`config.mk`:
```
export PLATFORM = sky130hd
export DESIGN_NAME = motor_plant_euler_step_unit
export DESIGN_NICKNAME = d
export VERILOG_FILES = /design/src/hw/rtl/mpes_pkg.sv /design/src/hw/rtl/mpes_sequencer.sv /design/src/hw/rtl/mpes_datapath.sv /design/src/hw/rtl/motor_plant_euler_step_unit.sv
export SDC_FILE = /design/constraint.sdc
export NUM_CORES = 2
export LEC_CHECK = 0
export BUFFER_PORTS_ARGS = -buffer_cell sky130_fd_sc_hd__buf_4
export CAP_MARGIN = 20
export CORE_UTILIZATION = 60
export CTS_CLUSTER_SIZE = 16
export DETAILED_ROUTE_END_ITERATION = 6
export GPL_TIMING_DRIVEN = 0
export PLACE_DENSITY = 0.77
export SLEW_MARGIN = 40
export SYNTH_ARGS = -nofsm -noshare
export SYNTH_HDL_FRONTEND = slang
export SYNTH_HIERARCHICAL = 1
export SYNTH_SLANG_ARGS = --single-unit
```
`constraint.sdc`:
```
create_clock -name clk_i -period 18.1 [get_ports clk_i]
set_input_delay 2.715 -clock clk_i [delete_from_list [all_inputs] [get_ports clk_i]]
set_output_delay 2.715 -clock clk_i [all_outputs]
set_load 0.01 [all_outputs]
```
`src/hw/rtl/mpes_pkg.sv`:
```
package mpes_pkg;

  localparam int unsigned PcW      = 4;
  localparam int unsigned RegAddrW = 5;

  typedef enum logic [1:0] {
    OP_INTEGRATE    = 2'd0,
    OP_SET_ANGLE    = 2'd1,
    OP_SET_VELOCITY = 2'd2,
    OP_NONE         = 2'd3
  } op_e;

  typedef enum logic [2:0] {
    REG_LOWER_LIMIT    = 3'd0,
    REG_UPPER_LIMIT    = 3'd1,
    REG_DAMPING_COEFF  = 3'd2,
    REG_DRIVE_GAIN     = 3'd3,
    REG_ENCODER_OFFSET = 3'd4,
    REG_HALL_TOLERANCE = 3'd5
  } reg_idx_e;

  typedef struct packed {
    logic [1:0]         operation;
    logic [24:0]        time_step;
    logic signed [31:0] voltage;
    logic signed [31:0] new_value;
  } mpes_in_t;

  typedef struct packed {
    logic signed [31:0] angle_out;
    logic signed [31:0] velocity_out;
    logic signed [31:0] encoder_angle;
    logic               upper_switch;
    logic               lower_switch;
  } mpes_out_t;

  typedef struct packed {
    logic signed [31:0] lower_limit;
    logic signed [31:0] upper_limit;
    logic signed [31:0] damping_coeff;
    logic signed [31:0] drive_gain;
    logic signed [31:0] encoder_offset;
    logic [30:0]        hall_tolerance;
  } cfg_t;

  localparam logic signed [31:0] LowerLimitRst    = 32'sd0;
  localparam logic signed [31:0] UpperLimitRst    = 32'sd35232154;
  localparam logic signed [31:0] DampingCoeffRst  = -32'sd534471770;
  localparam logic signed [31:0] DriveGainRst     = 32'sd113195876;
  localparam logic signed [31:0] EncoderOffsetRst = 32'sd0;
  localparam logic [30:0]        HallToleranceRst = 31'd167772;

  localparam logic signed [38:0] AccMax = {1'b0, {38{1'b1}}};
  localparam logic signed [38:0] AccMin = {1'b1, {38{1'b0}}};

  typedef enum logic [1:0] {
    MA_VEL    = 2'd0,
    MA_VOLT   = 2'd1,
    MA_ACC_HI = 2'd2,
    MA_ACC_LO = 2'd3
  } mul_a_e;

  typedef enum logic [1:0] {
    MB_DAMP = 2'd0,
    MB_GAIN = 2'd1,
    MB_DT   = 2'd2
  } mul_b_e;

  typedef enum logic [3:0] {
    ALU_NONE     = 4'd0,
    ALU_P1       = 4'd1,
    ALU_ACC      = 4'd2,
    ALU_ANG      = 4'd3,
    ALU_HI       = 4'd4,
    ALU_COMMIT   = 4'd5,
    ALU_LOAD_ANG = 4'd6,
    ALU_LOAD_VEL = 4'd7,
    ALU_REPORT   = 4'd8
  } alu_e;

  typedef enum logic [1:0] {
    NX_SEQ      = 2'd0,
    NX_DISPATCH = 2'd1,
    NX_JUMP     = 2'd2,
    NX_END      = 2'd3
  } next_e;

  localparam logic [PcW-1:0] PcIntegrate = 4'd1;
  localparam logic [PcW-1:0] PcSetAngle  = 4'd6;
  localparam logic [PcW-1:0] PcSetVel    = 4'd7;
  localparam logic [PcW-1:0] PcReport    = 4'd8;

  typedef struct packed {
    mul_a_e         mul_a;
    mul_b_e         mul_b;
    alu_e           alu;
    next_e          nxt;
    logic [PcW-1:0] target;
  } ucode_t;

  typedef struct packed {
    logic   fire;
    mul_a_e mul_a;
    mul_b_e mul_b;
    alu_e   alu;
  } ctrl_t;

  // microprogram: alu stage consumes the product of the previous step
  function automatic ucode_t ucode_rom(input logic [PcW-1:0] pc);
    ucode_t w;
    w = '{mul_a: MA_VEL, mul_b: MB_DAMP, alu: ALU_NONE, nxt: NX_END, target: '0};
    case (pc)
      4'd0: w = '{MA_VEL,    MB_DAMP, ALU_NONE,     NX_DISPATCH, '0};
      4'd1: w = '{MA_VOLT,   MB_GAIN, ALU_P1,       NX_SEQ,      '0};
      4'd2: w = '{MA_VEL,    MB_DT,   ALU_ACC,      NX_SEQ,      '0};
      4'd3: w = '{MA_ACC_HI, MB_DT,   ALU_ANG,      NX_SEQ,      '0};
      4'd4: w = '{MA_ACC_LO, MB_DT,   ALU_HI,       NX_SEQ,      '0};
      4'd5: w = '{MA_VEL,    MB_DAMP, ALU_COMMIT,   NX_JUMP,     PcReport};
      4'd6: w = '{MA_VEL,    MB_DAMP, ALU_LOAD_ANG, NX_JUMP,     PcReport};
      4'd7: w = '{MA_VEL,    MB_DAMP, ALU_LOAD_VEL, NX_JUMP,     PcReport};
      4'd8: w = '{MA_VEL,    MB_DAMP, ALU_REPORT,   NX_END,      '0};
      default: w = '{MA_VEL, MB_DAMP, ALU_NONE,     NX_END,      '0};
    endcase
    return w;
  endfunction

endpackage

```
`src/hw/rtl/mpes_sequencer.sv`:
```
module mpes_sequencer
  import mpes_pkg::*;
(
  input  logic  clk_i,
  input  logic  rst_ni,
  input  logic  start_i,
  input  op_e   op_i,
  input  logic  hold_i,
  output logic  busy_o,
  output ctrl_t ctrl_o
);

  logic [PcW-1:0] pc_q, pc_d;
  logic           busy_q, busy_d;
  op_e            op_q, op_d;
  ucode_t         word;
  logic           fire;

  assign word = ucode_rom(pc_q);
  assign fire = busy_q & ~hold_i;

  always_comb begin
    pc_d   = pc_q;
    busy_d = busy_q;
    op_d   = op_q;
    if (start_i) begin
      pc_d   = '0;
      busy_d = 1'b1;
      op_d   = op_i;
    end else if (fire) begin
      case (word.nxt)
        NX_SEQ: begin
          pc_d = pc_q + 4'd1;
        end
        NX_DISPATCH: begin
          case (op_q)
            OP_INTEGRATE:    pc_d = PcIntegrate;
            OP_SET_ANGLE:    pc_d = PcSetAngle;
            OP_SET_VELOCITY: pc_d = PcSetVel;
            default:         pc_d = PcReport;
          endcase
        end
        NX_JUMP: begin
          pc_d = word.target;
        end
        default: begin
          busy_d = 1'b0;
        end
      endcase
    end
  end

  always_ff @(posedge clk_i or negedge rst_ni) begin
    if (!rst_ni) begin
      pc_q   <= '0;
      busy_q <= 1'b0;
      op_q   <= OP_INTEGRATE;
    end else begin
      pc_q   <= pc_d;
      busy_q <= busy_d;
      op_q   <= op_d;
    end
  end

  assign busy_o       = busy_q;
  assign ctrl_o.fire  = fire;
  assign ctrl_o.mul_a = word.mul_a;
  assign ctrl_o.mul_b = word.mul_b;
  assign ctrl_o.alu   = word.alu;

endmodule

```
`src/hw/rtl/mpes_datapath.sv`:
```
module mpes_datapath
  import mpes_pkg::*;
(
  input  logic      clk_i,
  input  logic      rst_ni,
  input  logic      start_i,
  input  mpes_in_t  in_i,
  input  cfg_t      cfg_i,
  input  ctrl_t     ctrl_i,
  output mpes_out_t report_o
);

  logic [24:0]        dt_q;
  logic signed [31:0] volt_q;
  logic signed [31:0] nv_q;
  logic signed [65:0] prod_q;
  logic signed [39:0] t1_q;
  logic signed [38:0] acc_q;
  logic signed [34:0] na_q;
  logic signed [31:0] angc_q;
  logic signed [45:0] hi_q;
  logic signed [31:0] angle_q;
  logic signed [31:0] vel_q;

  logic signed [32:0] mul_a;
  logic signed [32:0] mul_b;
  logic signed [65:0] prod_d;

  always_comb begin
    case (ctrl_i.mul_a)
      MA_VEL:    mul_a = {vel_q[31], vel_q};
      MA_VOLT:   mul_a = {volt_q[31], volt_q};
      MA_ACC_HI: mul_a = {{13{acc_q[38]}}, acc_q[38:19]};
      MA_ACC_LO: mul_a = {14'b0, acc_q[18:0]};
      default:   mul_a = '0;
    endcase
    case (ctrl_i.mul_b)
      MB_DAMP: mul_b = {cfg_i.damping_coeff[31], cfg_i.damping_coeff};
      MB_GAIN: mul_b = {cfg_i.drive_gain[31], cfg_i.drive_gain};
      MB_DT:   mul_b = {8'b0, dt_q};
      default: mul_b = '0;
    endcase
  end

  assign prod_d = mul_a * mul_b;

  // acceleration sum, saturated to q15.24
  logic signed [39:0] p_q24;
  logic signed [40:0] acc_sum;
  logic signed [38:0] acc_sat;

  assign p_q24   = prod_q[63:24];
  assign acc_sum = {t1_q[39], t1_q} + {p_q24[39], p_q24};

  always_comb begin
    if (acc_sum[40:38] == 3'b000 || acc_sum[40:38] == 3'b111) begin
      acc_sat = acc_sum[38:0];
    end else if (acc_sum[40]) begin
      acc_sat = AccMin;
    end else begin
      acc_sat = AccMax;
    end
  end

  // angle update and clamp
  logic signed [34:0] ang_sum;
  logic signed [34:0] up35;
  logic signed [34:0] lo35;
  logic signed [34:0] clamp_a;
  logic signed [34:0] clamp_b;

  assign ang_sum = {{3{angle_q[31]}}, angle_q} + {prod_q[57], prod_q[57:24]};
  assign up35    = {{3{cfg_i.upper_limit[31]}}, cfg_i.upper_limit};
  assign lo35    = {{3{cfg_i.lower_limit[31]}}, cfg_i.lower_limit};
  assign clamp_a = (na_q > up35) ? up35 : na_q;
  assign clamp_b = (clamp_a < lo35) ? lo35 : clamp_a;

  // velocity update from split acc * dt
  logic signed [65:0] hi_ext;
  logic signed [65:0] lo_ext;
  logic signed [65:0] dv_full;
  logic signed [42:0] vel_sum;
  logic signed [31:0] vel_sat;

  assign hi_ext  = {{20{hi_q[45]}}, hi_q};
  assign lo_ext  = {{20{prod_q[45]}}, prod_q[45:0]};
  assign dv_full = (hi_ext <<< 19) + lo_ext;
  assign vel_sum = {{11{vel_q[31]}}, vel_q} + {dv_full[65], dv_full[65:24]};

  always_comb begin
    if (vel_sum[42:31] == 12'h000 || vel_sum[42:31] == 12'hfff) begin
      vel_sat = vel_sum[31:0];
    end else if (vel_sum[42]) begin
      vel_sat = {1'b1, 31'b0};
    end else begin
      vel_sat = {1'b0, {31{1'b1}}};
    end
  end

  always_ff @(posedge clk_i) begin
    if (start_i) begin
      dt_q   <= in_i.time_step;
      volt_q <= in_i.voltage;
      nv_q   <= in_i.new_value;
    end
    if (ctrl_i.fire) begin
      prod_q <= prod_d;
      case (ctrl_i.alu)
        ALU_P1:  t1_q   <= p_q24;
        ALU_ACC: acc_q  <= acc_sat;
        ALU_ANG: na_q   <= ang_sum;
        ALU_HI: begin
          hi_q   <= prod_q[45:0];
          angc_q <= clamp_b[31:0];
        end
        default: ;
      endcase
    end
  end

  always_ff @(posedge clk_i or negedge rst_ni) begin
    if (!rst_ni) begin
      angle_q <= '0;
      vel_q   <= '0;
    end else if (ctrl_i.fire) begin
      case (ctrl_i.alu)
        ALU_COMMIT: begin
          angle_q <= angc_q;
          vel_q   <= vel_sat;
        end
        ALU_LOAD_ANG: angle_q <= nv_q;
        ALU_LOAD_VEL: vel_q   <= nv_q;
        default: ;
      endcase
    end
  end

  // report fields
  logic signed [32:0] enc_sum;
  logic signed [32:0] du;
  logic signed [32:0] dl;
  logic [32:0]        du_abs;
  logic [32:0]        dl_abs;
  logic [32:0]        tol33;

  assign enc_sum = {angle_q[31], angle_q} + {cfg_i.encoder_offset[31], cfg_i.encoder_offset};
  assign du      = {angle_q[31], angle_q} - {cfg_i.upper_limit[31], cfg_i.upper_limit};
  assign dl      = {angle_q[31], angle_q} - {cfg_i.lower_limit[31], cfg_i.lower_limit};
  assign du_abs  = du[32] ? (~du + 33'd1) : du;
  assign dl_abs  = dl[32] ? (~dl + 33'd1) : dl;
  assign tol33   = {2'b0, cfg_i.hall_tolerance};

  always_comb begin
    report_o.angle_out    = angle_q;
    report_o.velocity_out = vel_q;
    if (enc_sum[32] == enc_sum[31]) begin
      report_o.encoder_angle = enc_sum[31:0];
    end else if (enc_sum[32]) begin
      report_o.encoder_angle = {1'b1, 31'b0};
    end else begin
      report_o.encoder_angle = {1'b0, {31{1'b1}}};
    end
    report_o.upper_switch = (du_abs < tol33);
    report_o.lower_switch = (dl_abs < tol33);
  end

endmodule

```
`src/hw/rtl/motor_plant_euler_step_unit.sv`:
```
// channel   direction  payload     handshake
// in        sink       mpes_in_t   in_valid_i / in_stall_o
// out       source     mpes_out_t  out_valid_o / out_stall_i
// cfg       apb slave  32-bit      psel, penable, pwrite, pready
//
// one step of the microprogram per cycle while the report step is not held
// by a stalled output; five integrate steps share the single 33x33
// multiplier
// one transaction in flight; the next is taken once the result is registered
// a stalled output holds the report step until the result register drains
// reset clears the joint state to zero and the registers to their defaults
module motor_plant_euler_step_unit
  import mpes_pkg::*;
(
  input  logic                clk_i,
  input  logic                rst_ni,
  input  logic                in_valid_i,
  output logic                in_stall_o,
  input  mpes_in_t            in_data_i,
  output logic                out_valid_o,
  input  logic                out_stall_i,
  output mpes_out_t           out_data_o,
  input  logic                psel,
  input  logic                penable,
  input  logic                pwrite,
  input  logic [RegAddrW-1:0] paddr,
  input  logic [31:0]         pwdata,
  output logic [31:0]         prdata,
  output logic                pready
);

  cfg_t      cfg_q;
  logic      busy;
  logic      start;
  logic      hold;
  ctrl_t     ctrl;
  mpes_out_t report;
  logic      out_valid_q;
  mpes_out_t out_data_q;
  reg_idx_e  reg_idx;

  assign reg_idx = reg_idx_e'(paddr[RegAddrW-1:2]);
  assign pready  = 1'b1;

  always_ff @(posedge clk_i or negedge rst_ni) begin
    if (!rst_ni) begin
      cfg_q.lower_limit    <= LowerLimitRst;
      cfg_q.upper_limit    <= UpperLimitRst;
      cfg_q.damping_coeff  <= DampingCoeffRst;
      cfg_q.drive_gain     <= DriveGainRst;
      cfg_q.encoder_offset <= EncoderOffsetRst;
      cfg_q.hall_tolerance <= HallToleranceRst;
    end else if (psel && penable && pwrite) begin
      case (reg_idx)
        REG_LOWER_LIMIT:    cfg_q.lower_limit    <= pwdata;
        REG_UPPER_LIMIT:    cfg_q.upper_limit    <= pwdata;
        REG_DAMPING_COEFF:  cfg_q.damping_coeff  <= pwdata;
        REG_DRIVE_GAIN:     cfg_q.drive_gain     <= pwdata;
        REG_ENCODER_OFFSET: cfg_q.encoder_offset <= pwdata;
        REG_HALL_TOLERANCE: cfg_q.hall_tolerance <= pwdata[30:0];
        default: ;
      endcase
    end
  end

  always_comb begin
    case (reg_idx)
      REG_LOWER_LIMIT:    prdata = cfg_q.lower_limit;
      REG_UPPER_LIMIT:    prdata = cfg_q.upper_limit;
      REG_DAMPING_COEFF:  prdata = cfg_q.damping_coeff;
      REG_DRIVE_GAIN:     prdata = cfg_q.drive_gain;
      REG_ENCODER_OFFSET: prdata = cfg_q.encoder_offset;
      REG_HALL_TOLERANCE: prdata = {1'b0, cfg_q.hall_tolerance};
      default:            prdata = '0;
    endcase
  end

  assign in_stall_o = busy;
  assign start      = in_valid_i & ~busy;
  assign hold       = (ctrl.alu == ALU_REPORT) & out_valid_q & out_stall_i;

  mpes_sequencer u_seq (
    .clk_i   (clk_i),
    .rst_ni  (rst_ni),
    .start_i (start),
    .op_i    (op_e'(in_data_i.operation)),
    .hold_i  (hold),
    .busy_o  (busy),
    .ctrl_o  (ctrl)
  );

  mpes_datapath u_dp (
    .clk_i    (clk_i),
    .rst_ni   (rst_ni),
    .start_i  (start),
    .in_i     (in_data_i),
    .cfg_i    (cfg_q),
    .ctrl_i   (ctrl),
    .report_o (report)
  );

  logic report_fire;
  assign report_fire = ctrl.fire & (ctrl.alu == ALU_REPORT);

  always_ff @(posedge clk_i or negedge rst_ni) begin
    if (!rst_ni) begin
      out_valid_q <= 1'b0;
    end else if (report_fire) begin
      out_valid_q <= 1'b1;
    end else if (!out_stall_i) begin
      out_valid_q <= 1'b0;
    end
  end

  always_ff @(posedge clk_i) begin
    if (report_fire) begin
      out_data_q <= report;
    end
  end

  assign out_valid_o = out_valid_q;
  assign out_data_o  = out_data_q;

endmodule

```
==> flow_summary.yaml <==
status:
  outcome: "finished, violations left"
  violations: "design-rule violations"
sta:
  slew_headroom: 0.300
  fmax_ghz: 0.0749
  final_max_slew_viol_count: 0
  period_needed_ps: 13360
  rsz0062_at_grt: "false"
  tns_ps: 0
  worstMarginPinSlew_ps: 1050
  hold_violations: 0
  setup_slack_ps: 4740
  fin_crit_sh: 0.738
  setup_viol: 0
  fin_skew_ps: 59.1
place:
  gp_congestion: 1.15
  pre_cts_slack_ps: 5170
  place_inst: 10355
  dp_hpwl_um: 271000
  numPortBuffers: 263
synth:
  syn_area_um2: 82200
  synth_top_area_frac: 0.271
  synthTopCellsByCount: "inv_1, fa_1, nor2_1"
  synthesis.nets: 10110
  synth-main-ff-cell: "edfxtp_1"
  synth-edff-count: 443
  synth-seq-area-share: 0.243
  synth-warning-count: 6
  async_flop_share: 0.373
  synthTopCellsByArea: "fa_1, edfxtp_1, ha_1"
  netlist_instances: 8257
  yosys.area.top_type: "fa_1"
  synth_cell_types: 113
  synth-seq-cells: 706
  synth_most_common_cell: "inv_1"
  syn_avg_cell_area_um2: 9.96
routing:
  avgRoutedWirePerCell_um: 31.3
  dr_total_vias: 67916
  ant_nets: 0
  drt_iter0_markers: 8111
  vias_per_cell: 6.45
  routed_wl_um: 329000
  first_pass_iters: 7
  drc: 1
floorplanning:
  die_h_um: 372
  fp.coreArea_um2: 136000
  start_util: 0.606
  die_area_um2: 138000
  rows: 135
  io_pins: 268
  die_w_um: 372
setup_path:
  critPathKind: "reg2reg"
  end_kind: "flop"
  arrival_ps: 13800
  crit_top_cell: "fa_1"
  max_stage_delay_ps: 760
  crit_slowest_cell: "clkbuf_1"
  path_max_fanout: 10
  cp-start-kind: "flop"
  cp.required_ps: 18540
clock_network:
  post-cts-setup-buffers: 0
  cts_buffers: 81
  clk-insertion-delay-late_ps: 720
  cts_hold_buf: 0
  cts.sink_count: 706
  cts_tree: "done"
  cts-root-buf: "clkbuf_16"
  cts_buffer_depth: 3
  clk_pin_slew_ps: 60
  cts_max_level: 3
  cts.repair.resized: 0
min_path:
  hp-class: "reg2reg"
flow_run:
  maxCapViolations: 0
cells_and_area:
  fin_nets: 10514
  area_growth_pct: 10.1
  drive_above_1_share: 0.129
  instances_no_fill: 10530
global_routing:
  grt_pass1_vias: 67657
  antenna_found_initial: 33
  grt_util_all_layers: 0.478
  grt_start_max_net_pins: 77
  grt_pass1_wl_um: 465000
  grt_overflow: 0
-- cell type report --
type	count	area [µm²]
antenna	20	50.0
buffer	340	1560
inverter	1259	4730
clock buffer	114	2330
sequential	706	20000
fill	10543	45200
clock inverter	37	404
timing repair buffer	321	2710
tap	1781	2230
multi-input combinational	5952	56500
-- worst max-delay path, delay by kind of cell (launching register included) --
kind / cells / cell delay [ps]
mux: 1 / 520
flops: 1 / 440
fa+ha+maj: 10 / 4640
compound gates: 9 / 2740
simple gates: 5 / 1090
xor+xnor: 1 / 90
buf+inv: 12 / 3530
-- flip-flops by register name (all words and copies together), names as in the netlist, 35 cells and up --
name and flops:
u_dp/prod_q 64, u_dp/t1_q 40, out_data_o 98, u_dp/acc_q 39
cfg_q 191, u_dp/na_q 35, u_dp/hi_q 46
-- per-layer routing --
metal	track usage	vias to the layer above	wire length, µm
met4	0.399	12	33700
li1	-	28104	-
met1	0.575	33707	114000
met2	0.704	4835	140000
met3	0.146	1258	41100
met5	0	-	99
-- final timing paths --
kind / end / depth (start not counted) / startpoint / slack, ps
min in group asynchronous: cfg_q[20] / 1 / rst_ni / 1950
worst max register to register: u_dp/prod_q[62] / 38 / u_seq/pc_q[0] / 4740
worst min register to register: u_dp/hi_q[10] / 0 / u_dp/prod_q[10] / 420
max in group asynchronous: cfg_q[138] / 3 / rst_ni / 14920
worst min-delay path: u_dp/hi_q[10] / 0 / u_dp/prod_q[10] / 420
worst max-delay path: u_dp/prod_q[62] / 38 / u_seq/pc_q[0] / 4740
-- cells in the final DEF (no fill, tap or decap), types with 29 or more instances in the layout --
master / instances
clkbuf_2: 82
a31oi_1: 49
and2_1: 32
buf_4: 282
o22ai_2: 30
buf_2: 62
xor2_1: 117
nor2b_1: 73
nand2_1: 743
ha_1: 607
a211oi_1: 29
nor2_1: 743
o21a_1: 98
xnor2_1: 222
fa_1: 1109
o21bai_1: 45
dfstp_2: 53
o21ai_2: 33
clkbuf_1: 202
nor3_1: 69
or3_1: 29
mux2_2: 301
nand3_1: 62
mux2i_1: 140
a21o_1: 183
edfxtp_1: 443
a21oi_1: 348
o22ai_1: 43
nand4_1: 57
nand2b_1: 95
o21ai_0: 256
dfrtp_1: 210
inv_1: 1257
clkbuf_16: 85
and3_1: 35
-- per-stage QoR --
step,instance area (µm²),hold WS (ps),utilization
final,90500,419,0.667
after detailed placement,87600,405,0.646
after global placement,86400,402,0.637
after floorplan,82200,400,-
after global routing,90400,432,0.667
after CTS,90300,420,0.666
-- logic make-up (layout without fill, tap and decap cells) --
kind of cell / Yosys count / count (layout) / synth area share
adder cells (fa/ha/maj): 1724 / 1724 / 0.364
XOR/XNOR: 340 / 340 / 0.0363
flip-flops: 706 / 706 / 0.243
other: 1 / 21 / 0.0000456
AND/OR/NAND/NOR: 2056 / 2056 / 0.112
buffers and inverters: 1599 / 2071 / 0.0751
multiplexers: 455 / 455 / 0.0601
AO/OA/AOI/OAI: 1376 / 1376 / 0.110
Power is left out: the tool's default activity adds up to more than one toggle a clock period on the data nets, which glitch-free logic cannot reach.
